$ cat config.mk
export PLATFORM = sky130hd
export DESIGN_NAME = kalman_filter_1d_top_flat
export DESIGN_NICKNAME = d
export VERILOG_FILES = /design/src/hw/rtl/kf1d_pkg.sv /design/src/hw/rtl/kf1d_if.sv /design/src/hw/rtl/kf1d_ctrl.sv /design/src/hw/rtl/kf1d_dp.sv /design/src/hw/rtl/kalman_filter_1d_top.sv /design/src/flat_wrapper.sv
export SDC_FILE = /design/constraint.sdc
export NUM_CORES = 2
export LEC_CHECK = 0
export BUFFER_PORTS_ARGS = -buffer_cell sky130_fd_sc_hd__buf_2
export CAP_MARGIN = 20
export CORE_ASPECT_RATIO = 1.25
export CORE_UTILIZATION = 60
export DETAILED_ROUTE_END_ITERATION = 7
export HOLD_SLACK_MARGIN = 0.05
export PLACE_DENSITY = 0.79
export RECOVER_POWER = 100
export SLEW_MARGIN = 0
export SYNTH_ARGS = -nofsm -noshare
export SYNTH_HDL_FRONTEND = slang
export SYNTH_SLANG_ARGS = --single-unit
$ cat constraint.sdc
create_clock -name clk -period 21.7 [get_ports clk]
set_clock_uncertainty 0.15 [all_clocks]
set_input_delay 4.34 -clock clk [delete_from_list [all_inputs] [get_ports clk]]
set_output_delay 4.34 -clock clk [all_outputs]
set_load 0.005 [all_outputs]
$ cat src/hw/rtl/kf1d_pkg.sv
package kf1d_pkg;

    localparam int MeanW    = 32;
    localparam int VarW     = 48;
    localparam int SumW     = VarW + 1;
    localparam int MagW     = MeanW + 1;
    localparam int TmpW     = SumW + 2;
    localparam int FracPad  = SumW - MagW;
    localparam int CfgIdxW  = 8;
    localparam int CfgDataW = 48;
    localparam int CntW     = 6;

    localparam int MeanSteps = MagW;
    localparam int VarSteps  = SumW;

    typedef logic signed [MeanW-1:0] mean_t;
    typedef logic [VarW-1:0]         var_t;

    localparam var_t  MeasVarRst   = 48'd1048576;
    localparam var_t  MotionVarRst = 48'd262144;
    localparam mean_t InitMeanRst  = 32'sd0;
    localparam var_t  InitVarRst   = 48'd65536000000;

    typedef enum logic [CfgIdxW-1:0] {
        CFG_MEAS_VAR   = 8'd0,
        CFG_MOTION_VAR = 8'd1,
        CFG_INIT_MEAN  = 8'd2,
        CFG_INIT_VAR   = 8'd3
    } cfg_idx_t;

    typedef enum logic [2:0] {
        S_IDLE,
        S_PREP,
        S_MEAN_START,
        S_MEAN_RUN,
        S_MEAN_SAVE,
        S_VAR_RUN,
        S_VAR_SAVE,
        S_FINISH
    } state_t;

    typedef struct packed {
        logic load;
        logic prep;
        logic zero;
        logic start_mean;
        logic start_var;
        logic step;
        logic save_mean;
        logic save_var;
        logic finish;
    } cmd_t;

    typedef struct packed {
        logic s_zero;
        logic out_free;
    } status_t;

endpackage

$ cat src/hw/rtl/kf1d_if.sv
interface kf1d_in_if;
    logic                          valid;
    logic                          ready;
    logic signed [kf1d_pkg::MeanW-1:0] measurement;
    logic signed [kf1d_pkg::MeanW-1:0] motion;
    logic                          restart;

    modport source (output valid, output measurement, output motion, output restart,
                    input ready);
    modport sink   (input valid, input measurement, input motion, input restart,
                    output ready);
endinterface

interface kf1d_out_if;
    logic                              valid;
    logic                              ready;
    logic signed [kf1d_pkg::MeanW-1:0] updated_mean;
    logic [kf1d_pkg::VarW-1:0]         updated_variance;
    logic signed [kf1d_pkg::MeanW-1:0] predicted_mean;
    logic [kf1d_pkg::VarW-1:0]         predicted_variance;

    modport source (output valid, output updated_mean, output updated_variance,
                    output predicted_mean, output predicted_variance, input ready);
    modport sink   (input valid, input updated_mean, input updated_variance,
                    input predicted_mean, input predicted_variance, output ready);
endinterface

$ cat src/hw/rtl/kf1d_ctrl.sv
module kf1d_ctrl
(
    input  logic               clk,
    input  logic               rst_n,
    input  logic               in_valid,
    output logic               in_ready,
    input  kf1d_pkg::status_t  status,
    output kf1d_pkg::cmd_t     cmd
);

    kf1d_pkg::state_t              state_reg;
    kf1d_pkg::state_t              state_next;
    logic [kf1d_pkg::CntW-1:0]     cnt_reg;
    logic [kf1d_pkg::CntW-1:0]     cnt_next;

    always_ff @(posedge clk or negedge rst_n)
    begin
        if (!rst_n)
        begin
            state_reg <= kf1d_pkg::S_IDLE;
            cnt_reg   <= '0;
        end
        else
        begin
            state_reg <= state_next;
            cnt_reg   <= cnt_next;
        end
    end

    always_comb
    begin
        state_next = state_reg;
        cnt_next   = cnt_reg;
        case (state_reg)
            kf1d_pkg::S_IDLE:
            begin
                if (in_valid)
                begin
                    state_next = kf1d_pkg::S_PREP;
                end
            end
            kf1d_pkg::S_PREP:
            begin
                state_next = kf1d_pkg::S_MEAN_START;
            end
            kf1d_pkg::S_MEAN_START:
            begin
                if (status.s_zero)
                begin
                    state_next = kf1d_pkg::S_FINISH;
                end
                else
                begin
                    state_next = kf1d_pkg::S_MEAN_RUN;
                    cnt_next   = kf1d_pkg::CntW'(kf1d_pkg::MeanSteps - 1);
                end
            end
            kf1d_pkg::S_MEAN_RUN:
            begin
                if (cnt_reg == '0)
                begin
                    state_next = kf1d_pkg::S_MEAN_SAVE;
                end
                else
                begin
                    cnt_next = cnt_reg - kf1d_pkg::CntW'(1);
                end
            end
            kf1d_pkg::S_MEAN_SAVE:
            begin
                state_next = kf1d_pkg::S_VAR_RUN;
                cnt_next   = kf1d_pkg::CntW'(kf1d_pkg::VarSteps - 1);
            end
            kf1d_pkg::S_VAR_RUN:
            begin
                if (cnt_reg == '0)
                begin
                    state_next = kf1d_pkg::S_VAR_SAVE;
                end
                else
                begin
                    cnt_next = cnt_reg - kf1d_pkg::CntW'(1);
                end
            end
            kf1d_pkg::S_VAR_SAVE:
            begin
                state_next = kf1d_pkg::S_FINISH;
            end
            kf1d_pkg::S_FINISH:
            begin
                if (status.out_free)
                begin
                    state_next = kf1d_pkg::S_IDLE;
                end
            end
            default:
            begin
                state_next = kf1d_pkg::S_IDLE;
            end
        endcase
    end

    always_comb
    begin
        cmd      = '0;
        in_ready = 1'b0;
        case (state_reg)
            kf1d_pkg::S_IDLE:
            begin
                in_ready = 1'b1;
                cmd.load = in_valid;
            end
            kf1d_pkg::S_PREP:
            begin
                cmd.prep = 1'b1;
            end
            kf1d_pkg::S_MEAN_START:
            begin
                cmd.zero       = status.s_zero;
                cmd.start_mean = !status.s_zero;
            end
            kf1d_pkg::S_MEAN_RUN:
            begin
                cmd.step = 1'b1;
            end
            kf1d_pkg::S_MEAN_SAVE:
            begin
                cmd.save_mean = 1'b1;
                cmd.start_var = 1'b1;
            end
            kf1d_pkg::S_VAR_RUN:
            begin
                cmd.step = 1'b1;
            end
            kf1d_pkg::S_VAR_SAVE:
            begin
                cmd.save_var = 1'b1;
            end
            kf1d_pkg::S_FINISH:
            begin
                cmd.finish = status.out_free;
            end
            default:
            begin
                cmd = '0;
            end
        endcase
    end

    // A result is written only when the output register can take it.
    assert property (@(posedge clk) disable iff (!rst_n) cmd.finish |-> status.out_free)
        else $error("finish issued while output register is occupied");

    assert property (@(posedge clk) disable iff (!rst_n)
                     cmd.load |=> state_reg == kf1d_pkg::S_PREP)
        else $error("accepted item did not start processing");

endmodule

$ cat src/hw/rtl/kf1d_dp.sv
module kf1d_dp
(
    input  logic                            clk,
    input  logic                            rst_n,
    input  logic                            cfg_write_en,
    input  logic [kf1d_pkg::CfgIdxW-1:0]    cfg_index,
    input  logic [kf1d_pkg::CfgDataW-1:0]   cfg_data,
    kf1d_in_if.sink                         sample,
    kf1d_out_if.source                      result,
    input  kf1d_pkg::cmd_t                  cmd,
    output kf1d_pkg::status_t               status
);

    kf1d_pkg::var_t  rm_reg;
    kf1d_pkg::var_t  mvar_reg;
    kf1d_pkg::mean_t imean_reg;
    kf1d_pkg::var_t  ivar_reg;

    kf1d_pkg::mean_t est_m_reg;
    kf1d_pkg::var_t  est_v_reg;

    kf1d_pkg::mean_t z_reg;
    kf1d_pkg::mean_t mot_reg;

    logic [kf1d_pkg::SumW-1:0]  s_reg;
    logic [kf1d_pkg::MagW-1:0]  mag_reg;
    logic                       neg_reg;

    logic [kf1d_pkg::SumW-1:0]  a_reg;
    kf1d_pkg::var_t             b_reg;
    logic [kf1d_pkg::SumW-1:0]  r_reg;
    kf1d_pkg::var_t             q_reg;

    kf1d_pkg::mean_t um_reg;
    kf1d_pkg::var_t  uv_reg;

    logic            out_valid_reg;
    kf1d_pkg::mean_t out_um_reg;
    kf1d_pkg::var_t  out_uv_reg;
    kf1d_pkg::mean_t out_pm_reg;
    kf1d_pkg::var_t  out_pv_reg;

    logic signed [kf1d_pkg::MagW-1:0] d_c;
    logic [kf1d_pkg::MagW-1:0]        mag_c;
    logic [kf1d_pkg::TmpW-1:0]        t_c;
    logic [kf1d_pkg::TmpW-1:0]        s1_c;
    logic [kf1d_pkg::TmpW-1:0]        s2_c;
    logic [kf1d_pkg::SumW-1:0]        r_c;
    logic [1:0]                       digit_c;
    kf1d_pkg::var_t                   q_c;
    logic signed [kf1d_pkg::MagW:0]   um_c;
    logic signed [kf1d_pkg::MagW-1:0] pm_sum_c;
    kf1d_pkg::mean_t                  pm_c;
    logic [kf1d_pkg::SumW-1:0]        pv_sum_c;
    kf1d_pkg::var_t                   pv_c;

    always_ff @(posedge clk or negedge rst_n)
    begin
        if (!rst_n)
        begin
            rm_reg    <= kf1d_pkg::MeasVarRst;
            mvar_reg  <= kf1d_pkg::MotionVarRst;
            imean_reg <= kf1d_pkg::InitMeanRst;
            ivar_reg  <= kf1d_pkg::InitVarRst;
        end
        else if (cfg_write_en)
        begin
            case (kf1d_pkg::cfg_idx_t'(cfg_index))
                kf1d_pkg::CFG_MEAS_VAR:   rm_reg    <= cfg_data[kf1d_pkg::VarW-1:0];
                kf1d_pkg::CFG_MOTION_VAR: mvar_reg  <= cfg_data[kf1d_pkg::VarW-1:0];
                kf1d_pkg::CFG_INIT_MEAN:  imean_reg <= cfg_data[kf1d_pkg::MeanW-1:0];
                kf1d_pkg::CFG_INIT_VAR:   ivar_reg  <= cfg_data[kf1d_pkg::VarW-1:0];
                default:
                begin
                end
            endcase
        end
    end

    always_ff @(posedge clk or negedge rst_n)
    begin
        if (!rst_n)
        begin
            est_m_reg <= kf1d_pkg::InitMeanRst;
            est_v_reg <= kf1d_pkg::InitVarRst;
        end
        else if (cmd.load && sample.restart)
        begin
            est_m_reg <= imean_reg;
            est_v_reg <= ivar_reg;
        end
        else if (cmd.finish)
        begin
            est_m_reg <= pm_c;
            est_v_reg <= pv_c;
        end
    end

    assign d_c   = {z_reg[kf1d_pkg::MeanW-1], z_reg}
                 - {est_m_reg[kf1d_pkg::MeanW-1], est_m_reg};
    assign mag_c = d_c[kf1d_pkg::MagW-1] ? kf1d_pkg::MagW'(-d_c) : kf1d_pkg::MagW'(d_c);

    // One multiply-divide step: shift in the next multiplier bit, then remove
    // zero, one or two multiples of the divisor (the partial value stays below 3*s).
    assign t_c  = {1'b0, r_reg, 1'b0}
                + (a_reg[kf1d_pkg::SumW-1] ? kf1d_pkg::TmpW'(b_reg) : '0);
    assign s1_c = kf1d_pkg::TmpW'(s_reg);
    assign s2_c = kf1d_pkg::TmpW'({s_reg, 1'b0});

    always_comb
    begin
        if (t_c >= s2_c)
        begin
            digit_c = 2'd2;
            r_c     = kf1d_pkg::SumW'(t_c - s2_c);
        end
        else if (t_c >= s1_c)
        begin
            digit_c = 2'd1;
            r_c     = kf1d_pkg::SumW'(t_c - s1_c);
        end
        else
        begin
            digit_c = 2'd0;
            r_c     = kf1d_pkg::SumW'(t_c);
        end
    end

    assign q_c = {q_reg[kf1d_pkg::VarW-2:0], 1'b0} + kf1d_pkg::VarW'(digit_c);

    assign um_c = neg_reg
                ? ({{2{est_m_reg[kf1d_pkg::MeanW-1]}}, est_m_reg}
                   - {1'b0, q_reg[kf1d_pkg::MagW-1:0]})
                : ({{2{est_m_reg[kf1d_pkg::MeanW-1]}}, est_m_reg}
                   + {1'b0, q_reg[kf1d_pkg::MagW-1:0]});

    assign pm_sum_c = {um_reg[kf1d_pkg::MeanW-1], um_reg}
                    + {mot_reg[kf1d_pkg::MeanW-1], mot_reg};

    always_comb
    begin
        if (pm_sum_c[kf1d_pkg::MagW-1] != pm_sum_c[kf1d_pkg::MeanW-1])
        begin
            pm_c = {pm_sum_c[kf1d_pkg::MagW-1], {(kf1d_pkg::MeanW-1){!pm_sum_c[kf1d_pkg::MagW-1]}}};
        end
        else
        begin
            pm_c = pm_sum_c[kf1d_pkg::MeanW-1:0];
        end
    end

    assign pv_sum_c = {1'b0, uv_reg} + {1'b0, mvar_reg};
    assign pv_c     = pv_sum_c[kf1d_pkg::VarW] ? '1 : pv_sum_c[kf1d_pkg::VarW-1:0];

    always_ff @(posedge clk)
    begin
        if (cmd.load)
        begin
            z_reg   <= sample.measurement;
            mot_reg <= sample.motion;
        end
        if (cmd.prep)
        begin
            s_reg   <= {1'b0, est_v_reg} + {1'b0, rm_reg};
            mag_reg <= mag_c;
            neg_reg <= d_c[kf1d_pkg::MagW-1];
        end
        if (cmd.start_mean)
        begin
            a_reg <= {mag_reg, {kf1d_pkg::FracPad{1'b0}}};
            b_reg <= est_v_reg;
            r_reg <= '0;
            q_reg <= '0;
        end
        else if (cmd.start_var)
        begin
            a_reg <= {1'b0, est_v_reg};
            b_reg <= rm_reg;
            r_reg <= '0;
            q_reg <= '0;
        end
        else if (cmd.step)
        begin
            a_reg <= {a_reg[kf1d_pkg::SumW-2:0], 1'b0};
            r_reg <= r_c;
            q_reg <= q_c;
        end
        if (cmd.save_mean)
        begin
            um_reg <= um_c[kf1d_pkg::MeanW-1:0];
        end
        if (cmd.zero)
        begin
            um_reg <= est_m_reg;
            uv_reg <= '0;
        end
        if (cmd.save_var)
        begin
            uv_reg <= q_reg;
        end
        if (cmd.finish)
        begin
            out_um_reg <= um_reg;
            out_uv_reg <= uv_reg;
            out_pm_reg <= pm_c;
            out_pv_reg <= pv_c;
        end
    end

    always_ff @(posedge clk or negedge rst_n)
    begin
        if (!rst_n)
        begin
            out_valid_reg <= 1'b0;
        end
        else if (cmd.finish)
        begin
            out_valid_reg <= 1'b1;
        end
        else if (result.ready)
        begin
            out_valid_reg <= 1'b0;
        end
    end

    assign status.s_zero   = (s_reg == '0);
    assign status.out_free = !out_valid_reg || result.ready;

    assign result.valid              = out_valid_reg;
    assign result.updated_mean       = out_um_reg;
    assign result.updated_variance   = out_uv_reg;
    assign result.predicted_mean     = out_pm_reg;
    assign result.predicted_variance = out_pv_reg;

    assert property (@(posedge clk) disable iff (!rst_n) cmd.step |-> r_reg < s_reg)
        else $error("divider remainder reached the divisor");

    assert property (@(posedge clk) disable iff (!rst_n)
                     cmd.save_var |=> (uv_reg <= rm_reg) && (uv_reg <= est_v_reg))
        else $error("updated variance exceeds an input variance");

    assert property (@(posedge clk) disable iff (!rst_n)
                     cmd.finish |=> (est_m_reg == result.predicted_mean)
                                    && (est_v_reg == result.predicted_variance))
        else $error("estimate and reported prediction differ");

endmodule

$ cat src/hw/rtl/kalman_filter_1d_top.sv
// Channel   Direction  Transfer when      Payload
// sample    in         valid && ready     measurement, motion, restart
// result    out        valid && ready     updated_mean/variance, predicted_mean/variance
// cfg       in         cfg_write_en       cfg_index, cfg_data
//
// A new sample is accepted only once the previous item is written to the output register.
// Processing runs on one radix-2 multiply-divide step unit: 33 steps for the mean, 49 for
// the variance, plus setup and save cycles; a zero denominator skips both runs.
// A finished result waits in the output register while the next sample is accepted.
// Reset restores the register defaults and the initial estimate.
module kalman_filter_1d_top
(
    input  logic                            clk,
    input  logic                            rst_n,
    input  logic                            cfg_write_en,
    input  logic [kf1d_pkg::CfgIdxW-1:0]    cfg_index,
    input  logic [kf1d_pkg::CfgDataW-1:0]   cfg_data,
    kf1d_in_if.sink                         sample,
    kf1d_out_if.source                      result
);

    kf1d_pkg::cmd_t    cmd;
    kf1d_pkg::status_t status;
    logic              in_ready;

    assign sample.ready = in_ready;

    kf1d_ctrl u_ctrl
    (
        .clk      (clk),
        .rst_n    (rst_n),
        .in_valid (sample.valid),
        .in_ready (in_ready),
        .status   (status),
        .cmd      (cmd)
    );

    kf1d_dp u_dp
    (
        .clk          (clk),
        .rst_n        (rst_n),
        .cfg_write_en (cfg_write_en),
        .cfg_index    (cfg_index),
        .cfg_data     (cfg_data),
        .sample       (sample),
        .result       (result),
        .cmd          (cmd),
        .status       (status)
    );

endmodule

$ cat src/flat_wrapper.sv
// flat-port wrapper written by rule: the top's interface ports become plain ports
module kalman_filter_1d_top_flat 
  (clk, rst_n, cfg_write_en, cfg_index, cfg_data, sample_valid, sample_measurement, sample_motion, sample_restart, sample_ready, result_valid, result_updated_mean, result_updated_variance, result_predicted_mean, result_predicted_variance, result_ready);
  kf1d_in_if sample_i ();
  kf1d_out_if result_i ();
  input  logic clk;
  input  logic rst_n;
  input  logic cfg_write_en;
  input  logic [kf1d_pkg::CfgIdxW-1:0] cfg_index;
  input  logic [kf1d_pkg::CfgDataW-1:0] cfg_data;
  input wire logic [$bits(sample_i.valid)-1:0] sample_valid;
  input wire logic [$bits(sample_i.measurement)-1:0] sample_measurement;
  input wire logic [$bits(sample_i.motion)-1:0] sample_motion;
  input wire logic [$bits(sample_i.restart)-1:0] sample_restart;
  output wire logic [$bits(sample_i.ready)-1:0] sample_ready;
  output wire logic [$bits(result_i.valid)-1:0] result_valid;
  output wire logic [$bits(result_i.updated_mean)-1:0] result_updated_mean;
  output wire logic [$bits(result_i.updated_variance)-1:0] result_updated_variance;
  output wire logic [$bits(result_i.predicted_mean)-1:0] result_predicted_mean;
  output wire logic [$bits(result_i.predicted_variance)-1:0] result_predicted_variance;
  input wire logic [$bits(result_i.ready)-1:0] result_ready;
  assign sample_i.valid = sample_valid;
  assign sample_i.measurement = sample_measurement;
  assign sample_i.motion = sample_motion;
  assign sample_i.restart = sample_restart;
  assign sample_ready = sample_i.ready;
  assign result_valid = result_i.valid;
  assign result_updated_mean = result_i.updated_mean;
  assign result_updated_variance = result_i.updated_variance;
  assign result_predicted_mean = result_i.predicted_mean;
  assign result_predicted_variance = result_i.predicted_variance;
  assign result_i.ready = result_ready;
  kalman_filter_1d_top u_core (.clk(clk), .rst_n(rst_n), .cfg_write_en(cfg_write_en), .cfg_index(cfg_index), .cfg_data(cfg_data), .sample(sample_i), .result(result_i));
endmodule
==> results.md <==
- Synth Area in Simple Gates: 0.136
- Synth Area in XOR/XNOR: 0.0661
- Global-route wire length before repair: 234000 µm
- Critical path endpoint category: flop
- PostCTS Resize Cnt: 0
- Worst Hold Launch: u_core.u_dp.a_reg[4]$_SDFFE_PP0P_
- Synth async-reset ratio: 0.314
- Die Y: 331 µm
- Final antenna-violating net count: 0
- Via count: 41900
- Worst setup margin: 6.65 ns
- Reg2reg end: u_core.u_dp.est_v_reg[35]$_DFFE_PN1P_
- Routed wire length: 154000 µm
- Rows: 120
- Via/cell ratio: 6.35
- Seq/Total Area, Yosys: 0.442
- Routability cong.: 1.00
- Ports: 288
- Reg clk slew, reported paths: 0.06 ns
- Largest family of logic cells by synthesized area: compound AO/OA/AOI/OAI gates
- Post-synthesis mux area share: 0.0572
- Failing checks: capacitance limit, slew limit
- Distinct cells, synth: 105
- Core footprint: 85700 µm²
- Min-delay worst type: flop to flop
- Worst-case clock buffer depth: 3
- Drt first pass iters: 6
- Number of synthesized register bits: 847
- Status: finished with violations
- Die area: 87800 µm²
- Largest net degree at the start of global routing: 124
- Slew @ Worst Pin: 5.08 ns
- Hold path cells: 2
- Cells after Synth: 5159
- RSZ-0062 raised after global routing: no
- Synth Warn #: 0
- Adder-Cell Fraction of Synth Area: 0.0900
- Overflow after GRT: 0
- Total CTS buffers: 84
- Fin crit share: 0.694
- Die W: 265 µm
- R2r setup slk: 9.94 ns
- Wire per inst: 23.4 µm
- Initial Util: 0.606
- Arr. time, crit path: 15.49 ns
- DP Worst Slack: 12.54 ns
- Pins Over Slew Limit: 1446
- Vias in the first global route: 40700
- Reg2reg path depth: 11
- CTS tree: done
- Syn_nets: 5635
- Avg Inst Size Synth: 10.1 µm²
- Area of the mapped netlist: 52000 µm²
- WP data required: 22.14 ns
- I/O Buffers: 287
- Synth Area in Compound Gates: 0.180
- Hpwl dp: 118000 µm
- Sum of negative setup slack: 0 ns
- Most frequent cell after synthesis: edfxtp_1
- DR iter-0 viols: 3860
- Top cells by area, synth: edfxtp_1, dfrtp_1, ha_1, mux2_2, dfxtp_1
- Gr usage total: 0.349
- H-tree depth: 3
- Hold_buf cts: 0
- Area leader, netlist: edfxtp_1
- Worst slew margin: -2.39
- Critical Path Start Type: primary input
- Max-Cap Viols: 28
- Post-CTS setup buffers: 0
- Antenna violations before repair: 14
- FF-to-FF Start: u_core.u_ctrl.state_reg[1]$_DFFE_PN0P_
- Post-synth top cells: edfxtp_1, a21oi_1, nand2_1, o21ai_0, ha_1
- # setup viols final: 0
- Main flop type after synthesis: edfxtp_1
- Share of post-route cells with drive strength above 1: 0.119
- Area added between synthesis and finish: 9.70%
- Max Clk Rate: 66.4 MHz
- Worst Path Max Fanout: 123
- Clk_lat worst skew: 0.67 ns
- Number of synthesized flops with an enable pin: 468
- DRC: 0
- Clk sinks: 847
- Min-Delay Endpoint: u_core.u_dp.a_reg[4]$_SDFFE_PP0P_
- DP Area: 54500 µm²
- Endpoints failing hold: 0
- Final std cell area, no fill: 57000 µm²
- Crit Path Class: primary input to flop
- Nets: 5841
- Post-synth top area share: 0.270
- Min cycle time layout: 15.05 ns
- CTS root buf: clkbuf_16
[final cells by class]
type | count | area (µm²)
inverters | 178 | 669
fillers | 6694 | 28700
flip-flops and latches | 847 | 23000
clock buffers | 107 | 2290
repair buffers | 337 | 1540
multi-input cells | 3917 | 27500
well taps | 1159 | 1450
clock inverters | 51 | 537
diodes | 6 | 15.0
[kinds of logic (layout without fill, tap and decap cells)]
kind of cell,Yosys count,after routing
xor gates and xnor gates,392,392
buffers and inverters,395,673
DFF,847,847
muxes,269,269
adders and majority gates,374,374
other,0,6
and+or+nand+nor,1422,1422
AOI/OAI and AO/OA,1460,1460
[metrics by stage]
step / std cells / hold WS (ns) / utilization
5_1_grt: 6600 / 0.334 / 0.665
6_report: 6602 / 0.308 / 0.665
4_1_cts: 6594 / 0.310 / 0.669
3_3_place_gp: 6436 / 0.293 / 0.636
2_1_floorplan: 5159 / 0.281 / -
3_5_place_dp: 6436 / 0.297 / 0.636
[placed cells by master, fill, tap and decap left out, drive strengths merged, types with 44 or more instances in the layout]
| cell type | Yosys | final |
|---|---|---|
| nand3 | 151 | 151 |
| o21ai | 351 | 351 |
| and3 | 48 | 48 |
| o21a | 48 | 48 |
| nand2 | 419 | 419 |
| a21oi | 422 | 422 |
| and2 | 106 | 106 |
| nor3 | 102 | 102 |
| nor2 | 273 | 273 |
| xor2 | 154 | 154 |
| inv | 178 | 188 |
| nand4 | 64 | 64 |
| a31oi | 44 | 44 |
| mux2i | 45 | 45 |
| ha | 342 | 342 |
| dfrtp | 250 | 250 |
| mux2 | 224 | 224 |
| edfxtp | 468 | 468 |
| xnor2 | 238 | 238 |
| nand2b | 74 | 74 |
| a22oi | 78 | 78 |
| a21o | 178 | 178 |
| buf | 26 | 193 |
| dfxtp | 113 | 113 |
| clkbuf | 191 | 251 |
[worst max-delay path, cell delays in order]
cell and delay [ns]:
buf_2 0.09, nand2b_1 0.25, nand2b_1 0.13, clkbuf_1 1.34
clkinvlp_2 4.64, clkbuf_1 1.98, nor2_1 0.94, buf_4 0.62
a22oi_1 0.21, nor3b_1 0.20, mux2_2 0.33, a21oi_1 0.12
[per-layer routing]
layer  track usage  vias up  share of wire
met5             0        -        0.00019
met4         0.225        4          0.068
met3        0.0368      371          0.073
met2         0.583     1816           0.47
met1         0.435    20200           0.38
li1              -    19500              -
[worst max path at each step]
stage                                                     endpoint                             from  cells after the start  slack [ns]
finish                       u_core.u_dp.est_v_reg[35]$_DFFE_PN1P_                     result_ready                     12        6.65
global route                 u_core.u_dp.est_v_reg[35]$_DFFE_PN1P_                     result_ready                     12        6.07
CTS                             u_core.u_dp.q_reg[47]$_SDFFE_PP0P_  u_core.u_dp.a_reg[48]$_DFFE_PP_                     35       12.50
detailed placement              u_core.u_dp.q_reg[47]$_SDFFE_PP0P_  u_core.u_dp.a_reg[48]$_DFFE_PP_                     35       12.54
global placement                u_core.u_dp.q_reg[47]$_SDFFE_PP0P_  u_core.u_dp.a_reg[48]$_DFFE_PP_                     35       12.83
floorplan           u_core.u_dp.result.predicted_mean[0]$_DFFE_PP_                     result_ready                      6       11.33
Power is left out: the tool's default activity adds up to more than one toggle a clock period on the data nets, which glitch-free logic cannot reach.
